`config.mk`:
```
export PLATFORM = sky130hd
export DESIGN_NAME = mutex_lock_manager_unit
export DESIGN_NICKNAME = d
export VERILOG_FILES = /design/src/sv/mlm_pkg.sv /design/src/sv/mutex_lock_manager_unit.sv /design/src/sv/mlm_ram.sv
export SDC_FILE = /design/constraint.sdc
export NUM_CORES = 2
export LEC_CHECK = 0
export BUFFER_PORTS_ARGS = -buffer_cell sky130_fd_sc_hd__buf_2
export CORE_MARGIN = 2
export CORE_UTILIZATION = 56
export CTS_CLUSTER_SIZE = 25
export DETAILED_ROUTE_END_ITERATION = 10
export PLACE_DENSITY_LB_ADDON = 0.08
export SLEW_MARGIN = 20
export SYNTH_ARGS = -nofsm -noshare
export SYNTH_HDL_FRONTEND = slang
export SYNTH_SLANG_ARGS = --single-unit
```
`constraint.sdc`:
```
create_clock -name i_clk -period 12.2 [get_ports i_clk]
set_input_delay 0.61 -clock i_clk [delete_from_list [all_inputs] [get_ports i_clk]]
set_output_delay 0.61 -clock i_clk [all_outputs]
set_load 0.01 [all_outputs]
```
`src/sv/mlm_pkg.sv`:
```
`timescale 1ns / 1ps

package mlm_pkg;

    // Default sizes of the lock table and of each lock's waiter ring.
    localparam int NUM_LOCKS_DEF  = 16;
    localparam int WAIT_DEPTH_DEF = 16;

    // Fixed field widths of the transaction payloads.
    localparam int OP_W  = 2;
    localparam int ID_W  = 4;
    localparam int PID_W = 8;
    localparam int ST_W  = 2;

    typedef enum logic [OP_W-1:0] {
        OP_CREATE  = 2'd0,
        OP_ACQUIRE = 2'd1,
        OP_RELEASE = 2'd2
    } t_opcode;

    typedef enum logic [ST_W-1:0] {
        ST_OK    = 2'd0,
        ST_FAIL  = 2'd1,
        ST_SLEEP = 2'd2
    } t_status;

endpackage

```
`src/sv/mutex_lock_manager_unit.sv`:
```
`timescale 1ns / 1ps

// Mutex lock manager: a table of NUM_LOCKS mutexes, each with an owner and a
// FIFO ring of up to WAIT_DEPTH waiting process ids.
//
// The request channel (i_valid / o_ready) carries one operation per
// transaction: create, acquire or release, with a lock id and the caller's
// pid. The result channel (o_valid / i_ready) returns exactly one transaction
// per request, in request order: a status, the handle claimed by a create and,
// for a release that passed the lock on, the pid of the waiter to wake.
//
// A request is captured in an input register. When that stage fires, the
// table is read and updated in one pass and the result is written into an
// output register. One request is taken every cycle while the receiver
// keeps up; the waiter ring memory is read as the request is captured, with
// the pending update forwarded, so back-to-back requests to the same lock
// see each other's effects.
//
// When the receiver stalls, the result stays in the output register and one
// more request is held in the input register; o_ready then drops until the
// result is taken. Synchronous reset empties both registers and frees every
// lock. The waiter memory is not cleared: only written entries are ever used.
module mutex_lock_manager_unit
    import mlm_pkg::*;
#(
    parameter int NUM_LOCKS  = mlm_pkg::NUM_LOCKS_DEF,
    parameter int WAIT_DEPTH = mlm_pkg::WAIT_DEPTH_DEF
) (
    input  logic                      i_clk,
    input  logic                      i_rst_n,
    input  logic                      i_valid,
    output logic                      o_ready,
    input  logic [mlm_pkg::OP_W-1:0]  i_opcode,
    input  logic [mlm_pkg::ID_W-1:0]  i_lock_id,
    input  logic [mlm_pkg::PID_W-1:0] i_requester_pid,
    output logic                      o_valid,
    input  logic                      i_ready,
    output logic [mlm_pkg::ST_W-1:0]  o_status,
    output logic [mlm_pkg::ID_W-1:0]  o_new_handle,
    output logic                      o_wake_valid,
    output logic [mlm_pkg::PID_W-1:0] o_wake_pid
);

    // Widths derived from the table sizes.
    localparam int LK_W   = $clog2(NUM_LOCKS);
    localparam int HEAD_W = (WAIT_DEPTH > 1) ? $clog2(WAIT_DEPTH) : 1;
    localparam int CNT_W  = $clog2(WAIT_DEPTH + 1);
    localparam int SUM_W  = CNT_W + 1;
    localparam int SLOTS  = NUM_LOCKS * WAIT_DEPTH;
    localparam int ADDR_W = $clog2(SLOTS);

    // Handshake control.
    logic accept;
    logic fire;

    // Input register.
    logic             r_in_valid;
    logic [OP_W-1:0]  r_op;
    logic [LK_W-1:0]  r_lk;
    logic             r_in_range;
    logic [PID_W-1:0] r_pid;

    // Lock table.
    logic [NUM_LOCKS-1:0] r_in_use;
    logic [NUM_LOCKS-1:0] r_own_valid;
    logic [PID_W-1:0]     r_own_pid [NUM_LOCKS];
    logic [HEAD_W-1:0]    r_head    [NUM_LOCKS];
    logic [CNT_W-1:0]     r_count   [NUM_LOCKS];

    // Output register.
    logic             r_out_valid;
    logic [ST_W-1:0]  r_status;
    logic [ID_W-1:0]  r_handle;
    logic             r_wake_valid;
    logic [PID_W-1:0] r_wake_pid;

    // Waiter memory bypass for a write and a read to the same slot in one cycle.
    logic             r_byp_hit;
    logic [PID_W-1:0] r_byp_data;

    // Current entry of the lock held in the input register.
    logic             cur_use;
    logic             cur_ov;
    logic [PID_W-1:0] cur_opid;
    logic [HEAD_W-1:0] cur_head;
    logic [CNT_W-1:0] cur_count;
    logic             owns;
    logic [SUM_W-1:0] tail_sum;
    logic [HEAD_W-1:0] tail;
    logic [HEAD_W-1:0] head_inc;
    logic [PID_W-1:0] waiter_pid;

    // Lowest free lock for create.
    logic            any_free;
    logic [LK_W-1:0] free_idx;

    // Table update produced by the request in the input register.
    logic              upd_en;
    logic [LK_W-1:0]   upd_lk;
    logic              n_use;
    logic              n_ov;
    logic [PID_W-1:0]  n_opid;
    logic [HEAD_W-1:0] n_head;
    logic [CNT_W-1:0]  n_count;
    logic              mem_we;
    logic [ADDR_W-1:0] mem_waddr;

    logic [ST_W-1:0]  n_status;
    logic [ID_W-1:0]  n_handle;
    logic             n_wake_valid;
    logic [PID_W-1:0] n_wake_pid;

    // Read side, addressed by the incoming request.
    logic [LK_W-1:0]   in_lk;
    logic [HEAD_W-1:0] in_head;
    logic [ADDR_W-1:0] mem_raddr;
    logic [PID_W-1:0]  mem_rdata;

    // The stage fires when the output register is empty or being drained.
    assign fire    = r_in_valid && (!r_out_valid || i_ready);
    assign o_ready = !r_in_valid || fire;
    assign accept  = i_valid && o_ready;

    always_ff @(posedge i_clk) begin
        if (!i_rst_n) begin
            r_in_valid <= 1'b0;
        end else if (accept) begin
            r_in_valid <= 1'b1;
        end else if (fire) begin
            r_in_valid <= 1'b0;
        end
    end

    always_ff @(posedge i_clk) begin
        if (accept) begin
            r_op       <= i_opcode;
            r_lk       <= in_lk;
            r_in_range <= (32'(i_lock_id) < NUM_LOCKS);
            r_pid      <= i_requester_pid;
        end
    end

    // Priority encoder: the lowest index wins.
    always_comb begin
        any_free = 1'b0;
        free_idx = '0;
        for (int i = NUM_LOCKS - 1; i >= 0; i--) begin
            if (!r_in_use[i]) begin
                any_free = 1'b1;
                free_idx = LK_W'(i);
            end
        end
    end

    assign cur_use   = r_in_use[r_lk];
    assign cur_ov    = r_own_valid[r_lk];
    assign cur_opid  = r_own_pid[r_lk];
    assign cur_head  = r_head[r_lk];
    assign cur_count = r_count[r_lk];
    assign owns      = cur_ov && (cur_opid == r_pid);

    // Ring positions: the tail for an append and the head after a pop.
    assign tail_sum = SUM_W'(cur_head) + SUM_W'(cur_count);
    assign tail     = (tail_sum >= SUM_W'(WAIT_DEPTH))
                    ? HEAD_W'(tail_sum - SUM_W'(WAIT_DEPTH))
                    : HEAD_W'(tail_sum);
    assign head_inc = (cur_head == HEAD_W'(WAIT_DEPTH - 1)) ? '0 : cur_head + 1'b1;

    assign waiter_pid = r_byp_hit ? r_byp_data : mem_rdata;
    assign mem_waddr  = ADDR_W'(r_lk) * ADDR_W'(WAIT_DEPTH) + ADDR_W'(tail);

    always_comb begin
        n_status     = ST_FAIL;
        n_handle     = '0;
        n_wake_valid = 1'b0;
        n_wake_pid   = '0;
        upd_en       = 1'b0;
        upd_lk       = r_lk;
        n_use        = cur_use;
        n_ov         = cur_ov;
        n_opid       = cur_opid;
        n_head       = cur_head;
        n_count      = cur_count;
        mem_we       = 1'b0;
        unique case (r_op)
            OP_CREATE: begin
                if (any_free) begin
                    n_status = ST_OK;
                    n_handle = ID_W'(free_idx);
                    upd_en   = 1'b1;
                    upd_lk   = free_idx;
                    n_use    = 1'b1;
                    n_ov     = 1'b0;
                    n_opid   = '0;
                    n_head   = '0;
                    n_count  = '0;
                end
            end
            OP_ACQUIRE: begin
                if (r_in_range && cur_use) begin
                    if (owns) begin
                        n_status = ST_OK;
                    end else if (!cur_ov) begin
                        n_status = ST_OK;
                        upd_en   = 1'b1;
                        n_ov     = 1'b1;
                        n_opid   = r_pid;
                    end else if (cur_count < CNT_W'(WAIT_DEPTH)) begin
                        n_status = ST_SLEEP;
                        upd_en   = 1'b1;
                        n_count  = cur_count + 1'b1;
                        mem_we   = 1'b1;
                    end
                end
            end
            OP_RELEASE: begin
                if (r_in_range && cur_use && owns) begin
                    n_status = ST_OK;
                    upd_en   = 1'b1;
                    if (cur_count != '0) begin
                        // Hand the lock straight to the oldest waiter.
                        n_head       = head_inc;
                        n_count      = cur_count - 1'b1;
                        n_opid       = waiter_pid;
                        n_wake_valid = 1'b1;
                        n_wake_pid   = waiter_pid;
                    end else begin
                        n_ov   = 1'b0;
                        n_opid = '0;
                    end
                end
            end
            default: begin
            end
        endcase
        if (!fire) begin
            upd_en = 1'b0;
            mem_we = 1'b0;
        end
    end

    always_ff @(posedge i_clk) begin
        if (!i_rst_n) begin
            r_in_use    <= '0;
            r_own_valid <= '0;
            for (int i = 0; i < NUM_LOCKS; i++) begin
                r_head[i]  <= '0;
                r_count[i] <= '0;
            end
        end else if (upd_en) begin
            r_in_use[upd_lk]    <= n_use;
            r_own_valid[upd_lk] <= n_ov;
            r_head[upd_lk]      <= n_head;
            r_count[upd_lk]     <= n_count;
        end
    end

    always_ff @(posedge i_clk) begin
        if (upd_en) begin
            r_own_pid[upd_lk] <= n_opid;
        end
    end

    // The head read for an incoming request must see the update that fires
    // in the same cycle, since both land at the same edge.
    assign in_lk     = LK_W'(i_lock_id);
    assign in_head   = (upd_en && (upd_lk == in_lk)) ? n_head : r_head[in_lk];
    assign mem_raddr = ADDR_W'(in_lk) * ADDR_W'(WAIT_DEPTH) + ADDR_W'(in_head);

    mlm_ram #(
        .WIDTH (PID_W),
        .DEPTH (SLOTS)
    ) u_waiters (
        .i_clk   (i_clk),
        .i_we    (mem_we),
        .i_waddr (mem_waddr),
        .i_wdata (r_pid),
        .i_re    (accept),
        .i_raddr (mem_raddr),
        .o_rdata (mem_rdata)
    );

    always_ff @(posedge i_clk) begin
        if (!i_rst_n) begin
            r_byp_hit <= 1'b0;
        end else if (accept) begin
            r_byp_hit <= mem_we && (mem_waddr == mem_raddr);
        end
    end

    always_ff @(posedge i_clk) begin
        if (accept) begin
            r_byp_data <= r_pid;
        end
    end

    always_ff @(posedge i_clk) begin
        if (!i_rst_n) begin
            r_out_valid <= 1'b0;
        end else if (fire) begin
            r_out_valid <= 1'b1;
        end else if (i_ready) begin
            r_out_valid <= 1'b0;
        end
    end

    always_ff @(posedge i_clk) begin
        if (fire) begin
            r_status     <= n_status;
            r_handle     <= n_handle;
            r_wake_valid <= n_wake_valid;
            r_wake_pid   <= n_wake_pid;
        end
    end

    assign o_valid      = r_out_valid;
    assign o_status     = r_status;
    assign o_new_handle = r_handle;
    assign o_wake_valid = r_wake_valid;
    assign o_wake_pid   = r_wake_pid;

endmodule

```
`src/sv/mlm_ram.sv`:
```
`timescale 1ns / 1ps

module mlm_ram #(
    parameter int WIDTH = 8,
    parameter int DEPTH = 256
) (
    input  logic                     i_clk,
    input  logic                     i_we,
    input  logic [$clog2(DEPTH)-1:0] i_waddr,
    input  logic [WIDTH-1:0]         i_wdata,
    input  logic                     i_re,
    input  logic [$clog2(DEPTH)-1:0] i_raddr,
    output logic [WIDTH-1:0]         o_rdata
);

    logic [WIDTH-1:0] r_mem [DEPTH];

    always_ff @(posedge i_clk) begin
        if (i_we) begin
            r_mem[i_waddr] <= i_wdata;
        end
        if (i_re) begin
            o_rdata <= r_mem[i_raddr];
        end
    end

endmodule

```
Word level (Yosys, flattened, before mapping)
Memories as Yosys holds them, arrays and structs flattened. A register that Yosys moved wholly into a read port is not among the register bits.
Index checks and enable logic that the tools add are counted.
Word-level totals
  output and inout port bits: 17
  input port bits: 18
  memory bits (writable): 2320
  memories kept: 4
  flip-flop bits (word level): 72
  logic and storage cells: 168
Memories
  u_waiters.r_mem: depth 256, bits a word 8, read ports 1, clocked after Yosys merged registers in 1, write ports 1, RTL line mlm_ram.sv:16  | logic [WIDTH-1:0] r_mem [DEPTH];
  r_own_pid: depth 16, bits a word 8, read ports 1, clocked after Yosys merged registers in 1, write ports 1, RTL line mutex_lock_manager_unit.sv:66  | logic [PID_W-1:0] r_own_pid [NUM_LOCKS];
  r_count: depth 16, bits a word 5, read ports 1, clocked after Yosys merged registers in 1, write ports 16, RTL line mutex_lock_manager_unit.sv:68  | logic [CNT_W-1:0] r_count [NUM_LOCKS];
  r_head: depth 16, bits a word 4, read ports 2, clocked after Yosys merged registers in 1, write ports 16, RTL line mutex_lock_manager_unit.sv:67  | logic [HEAD_W-1:0] r_head [NUM_LOCKS];
Cells by class
  reduce and logical (&&, ||, !) cells: 19
  $lt $le $gt $ge: 5
  equal/unequal tests: 6
  add/subtract/negate cells: 7
  mux-type cells: 114
Operator list (count)
  2-to-1 mux 4 bit: 30
  2-to-1 mux 8 bit: 7
  2-to-1 mux 1 bit: 54
  2-to-1 mux 5 bit: 8
  bitwise mux 16 bit: 2
  one-hot mux 8 bit (3 select lines): 1
  adder 8 x 4 -> 8 bit: 2
  == test 8 bit: 2
  one-hot mux 5 bit (3 select lines): 1
  < comparator 4 x 5 -> 1 bit, second input constant: 2
  binary-select mux 1 bit (select 4 bit): 2
  2-to-1 mux 2 bit: 4
  one-hot mux 4 bit (2 select lines): 1
  logical AND 1 bit: 7
  adder 4 x 5 -> 6 bit: 1
  >= comparator 6 x 5 -> 1 bit, second input constant: 1
  one-hot mux 1 bit (3 select lines): 2
  one-hot mux 2 bit (3 select lines): 1
  adder 5 x 1 -> 5 bit, second input constant: 1
  < comparator 5 bit, second input constant: 1
  nonzero test 5 bit: 1
  OR reduction 5 bit: 1
  subtractor 5 x 1 -> 5 bit, second input constant: 1
  adder 4 x 1 -> 4 bit, second input constant: 1
  13 further kinds: 17

Depth between registers and ports, before layout
  word-level depth: 24
  depth in mapped cells: 26
  mapped depth without buffers: 17

Cells and area by module
From an unflattened synthesis, not the netlist that was laid out.
Second synthesis, totals
  cells, all modules: 4877
  area, all modules: 95755.6 um^2
By module, submodules not included
  mlm_ram: area an instance 79636.4 um^2, cells an instance 3733, seq. area each 61739.2 um^2, instances 1
  mutex_lock_manager_unit: area an instance 16119.2 um^2, cells an instance 1144, seq. area each 10059.6 um^2, instances 1

Worst setup path before layout
OpenSTA, ideal clock, no wires.
  path type: flip-flop to flip-flop
  start: reg r_pid[5]
  end: reg u_waiters.o_rdata[7] (read register of u_waiters.r_mem) (data pin)
  buffers on the path: 5
  required time: 11.944 ns
  clock period less this slack: 6.912 ns
  library setup time: 0.256 ns
  stages on the path, launching flop included: 19
  arrival: 6.656 ns
  slack: 5.288 ns
  path through: edfxtp_1 and3_1 o211ai_1 a211o_4 a211o_4 a211o_1 o2111ai_2 and2_1 buf_6 buf_8 buf_6 buf_2 buf_4 mux2i_1 o22ai_1 o22ai_1 nand3_2 o22ai_1 nor2_1
Between the ends
  cells in the longest elaborated chain, start to end: 9
  elaborated cells on any way between the ends: 13
  those cells by class: add/sub (1); eq/ne (1); mux (8); reduce/logical (3)
RTL lines
  from (decl): RTL line mutex_lock_manager_unit.sv:61  | logic [PID_W-1:0] r_pid;
  from (signal assigned): RTL line mutex_lock_manager_unit.sv:139  | r_pid <= i_requester_pid;
  == test 8 bit (*): RTL line mutex_lock_manager_unit.sv:160  | assign owns = cur_ov && (cur_opid == r_pid);
  logical AND 1 bit (*): RTL line mutex_lock_manager_unit.sv:160
  2-to-1 mux 1 bit / logical AND 1 bit (equally long branches): RTL line mutex_lock_manager_unit.sv:201, mutex_lock_manager_unit.sv:217
  2-to-1 mux 1 bit, on equally long branches: RTL line mutex_lock_manager_unit.sv:200, mutex_lock_manager_unit.sv:217
  one-hot mux 1 bit (3 select lines): RTL line mutex_lock_manager_unit.sv:185  | unique case (r_op)
  2-to-1 mux 1 bit: RTL line mutex_lock_manager_unit.sv:236  | if (!fire) begin
  logical AND 1 bit: RTL line mutex_lock_manager_unit.sv:267  | assign in_head = (upd_en && (upd_lk == in_lk)) ? n_head : r_head[in_lk];
  2-to-1 mux 4 bit (*): RTL line mutex_lock_manager_unit.sv:267
  adder 8 x 4 -> 8 bit (*): RTL line mutex_lock_manager_unit.sv:268  | assign mem_raddr = ADDR_W'(in_lk) * ADDR_W'(WAIT_DEPTH) + ADDR_W'(in_head);
  to (decl): RTL line mlm_ram.sv:13  | output logic [WIDTH-1:0] o_rdata
Every way passes the cells marked *; elsewhere a longest branch is shown, timed or not.
A chain may end at the register's enable or synchronous reset.

==> results.yml <==
run_status:
  outcome: "finished clean"
global_routing:
  grt_pass1_wl_um: 370000
  grt_max_degree: 182
  track_usage_pct: 28.7
  grt_pass1_vias: 51984
  grt_overflow: 0
  antenna_found_initial: 2
routing:
  drt_iter0_markers: 6917
  wl_per_cell_um: 30.9
  postRouteAntennaNets: 0
  viasPerCell: 6.47
  first_pass_iters: 6
  drc: 0
  vias: 54112
  drt-total-wl_um: 259000
clock_network:
  cts_buffers: 237
  h-tree-depth: 4
  cts.repair.resized: 0
  clockBufferDepth: 3
  clock_latency_ns: 0.88
  clkSinkCount: 2404
  cts-root-buf: "clkbuf_16"
  clk_pin_slew_ns: 0.06
  cts_tree: "done"
layout:
  final_layout_size_suffix_gt1_share_pct: 11.1
  final_common_cell: "edfxtp_1"
  area_growth_pct: 9.51
  multiInputGateArea_um2: 23000
  num-fill-cells: 12610
  regArea_um2: 71800
  mostFrequentLayoutCells: "2365 x edfxtp_1, 899 x mux2i_1, 489 x nor2_1"
  num-nets-final: 5864
sta:
  timing.fmax_mhz: 119
  final_hold_viol_count: 0
  post-route-min-period_ns: 8.41
  finalSetupViolCount: 0
  slew_headroom_pct: 16.7
  rsz0062_at_grt: "false"
  setup_ws_ns: 3.79
  setup_tns_ns: 0
  whs_ns: 0.0751
  tightest_slew_ns: 1.24
  finalClockSkew_ns: 0.0454
  drv_slew: 0
  finalCritPeriodShare_pct: 68.9
min_path:
  hold_path_class: "input pin to flop"
synth:
  synth_cell_types: 87
  yosys-top-cells-area: "edfxtp_1 73%, mux2i_1 9.2%, a221oi_1 3.0%"
  yosysSeqAreaShare_pct: 73.7
  yosys.area.top_type: "edfxtp_1"
  ys.flop_type: "edfxtp_1"
  synth_edf_count: 2365
  synth_warnings: 0
  ys_async_sr_fraction_pct: 0
  synth-seq-cells: 2404
  synth.avg_cell_area_um2: 16.7
  synth_nets: 5842
  syn_area_um2: 97400
  synth_cells: 5817
  yosys.area.top_type_share_pct: 72.9
floorplan:
  dieArea_um2: 177000
  die_y_um: 421
  pin_count: 35
  core-area_um2: 173000
  initial_core_util_pct: 56.2
  die_w_um: 421
  rows: 153
worst_setup_path:
  r2r_setup_slack_ns: 3.79
  ff2ff_path_depth: 18
  timing.critical_path.to: "u_waiters.o_rdata[5]"
  crit_arrival_ns: 8.99
  critical_path_class: "flop to flop"
  start_kind: "flop"
  r2r-end: "u_waiters.o_rdata[5]"
  path_max_fanout: 43
  critPathCaptureType: "flop"
  cp.required_ns: 12.78
placed_design:
  gp_congestion: 0.853
  pre_cts_ws_ns: 3.89
  io_buffers: 34
  dp_hpwl_um: 152000
power:
  ir_worst_vdd_uv: 173
  leakage_nw: 36.5
  power_density_nw_per_um2: 168
run:
  maxCapViolCount: 0
layer usage:
metal	track usage (%)	part of all wire [%]	wire [µm]
met3	5.40	8.7	22600
met1	42.2	42	109000
met5	0	0	0
met4	8.70	2.9	7590
met2	43.8	46	119000
what timing repair did:
item	4_1_cts	5_1_grt
endpoints found under the hold margin	11	0
setup buffers	0	0
hold buffers	11	0
endpoints found under the setup margin	0	0
worst min-delay path by stage:
stage / startpoint / endpoint / cells after the start
floorplan: r_own_valid[2] / r_own_valid[2] / 2
global placement: r_own_valid[2] / r_own_valid[2] / 2
detailed placement: r_own_valid[1] / r_own_valid[1] / 2
CTS: i_ready / o_valid / 4
global route: i_ready / o_valid / 4
finish: i_ready / o_valid / 4
registers in the layout, indices dropped and copies added (netlist names), 4 cells and up, named ones only:
| signal | cells |
|---|---|
| r_head | 64 |
| r_own_valid | 16 |
| u_waiters.o_rdata | 8 |
| r_own_pid | 128 |
| o_wake_pid | 8 |
| r_in_use | 16 |
| r_byp_data | 8 |
| r_pid | 8 |
| u_waiters.r_mem | 2048 |
| r_lk | 4 |
| o_new_handle | 4 |
| r_count | 80 |
cell type report:
| type | count | area share [%] |
|---|---|---|
| clock buffer | 303 | 5.85 |
| timing repair buffer | 169 | 1.32 |
| inverter | 21 | 0.0739 |
| sequential | 2404 | 67.3 |
| antenna | 2 | 0.00469 |
| clock inverter | 134 | 1.15 |
| tap | 2325 | 2.73 |
| multi-input combinational | 3006 | 21.5 |
synthesized netlist by cell type, types with 5 or more instances:
cell,count
a211oi_1,15
clkbuf_8,26
clkbuf_1,146
nor3_1,12
buf_1,13
a221oi_1,337
mux2_2,6
mux4_2,82
buf_4,42
nand4_1,13
buf_8,15
a22oi_1,36
nand3_1,89
and2_1,12
dfxtp_1,39
a21oi_1,139
o21ai_0,37
a32oi_1,8
edfxtp_1,2365
mux2i_1,899
buf_2,67
nor2b_1,19
mux4_1,5
a31oi_1,13
xor2_1,15
inv_1,19
ha_1,6
nand2_1,338
a221oi_2,31
o22ai_1,290
buf_6,67
xnor2_1,14
nand2b_1,9
o211ai_1,5
nor2_1,503
buf_12,5
metrics by stage:
| stage | std cells | area [µm²] | power, W | util [%] |
|---|---|---|---|---|
| after detailed placement | 7913 | 99000 | 0.0110 | 57.2 |
| after global placement | 7913 | 99000 | 0.0110 | 57.2 |
| after global routing | 8362 | 107000 | 0.0184 | 61.6 |
| final | 8364 | 107000 | 0.0179 | 61.6 |
| after CTS | 8361 | 107000 | 0.0180 | 61.5 |
| after floorplan | 5817 | 97400 | 0.0105 | - |
report_power, final:
part / total [W] / switching, W / leakage, nW / internal, W
Combinational: 0.00173 / 0.00119 / 11.0 / 0.000540
Sequential: 0.00916 / 0.0000376 / 21.8 / 0.00912
Clock: 0.00706 / 0.00307 / 3.65 / 0.00400
Total: 0.0179 / 0.00429 / 36.5 / 0.0137
worst max-delay path: stages, from the launching register on:
cell and delay (ns):
dfxtp_1 0.88, buf_4 0.43, nor2b_1 0.69, a22oi_1 0.20, nand2_1 0.16, xor2_1 0.15, nand4_1 0.56, a2111oi_2 0.71
nand2_1 0.13, a211o_2 0.41, nand2_4 0.39, buf_4 0.66, buf_4 0.61, mux2i_1 0.25, a221oi_1 0.11, o22ai_1 0.48
nand3_1 0.41, o22ai_1 0.70, nor2_1 0.09
cells by family after synthesis:
group           Yosys count  share of synthesized area [%]
mux                     994                           11.4
buf+inv                 407                           2.89
fa+ha+maj                 7                         0.0976
compound gates          948                           7.26
flops                  2404                           73.7
simple gates           1028                           4.37
xor+xnor                 29                          0.261
No activity file was read; power rests on OpenSTA's default activity.
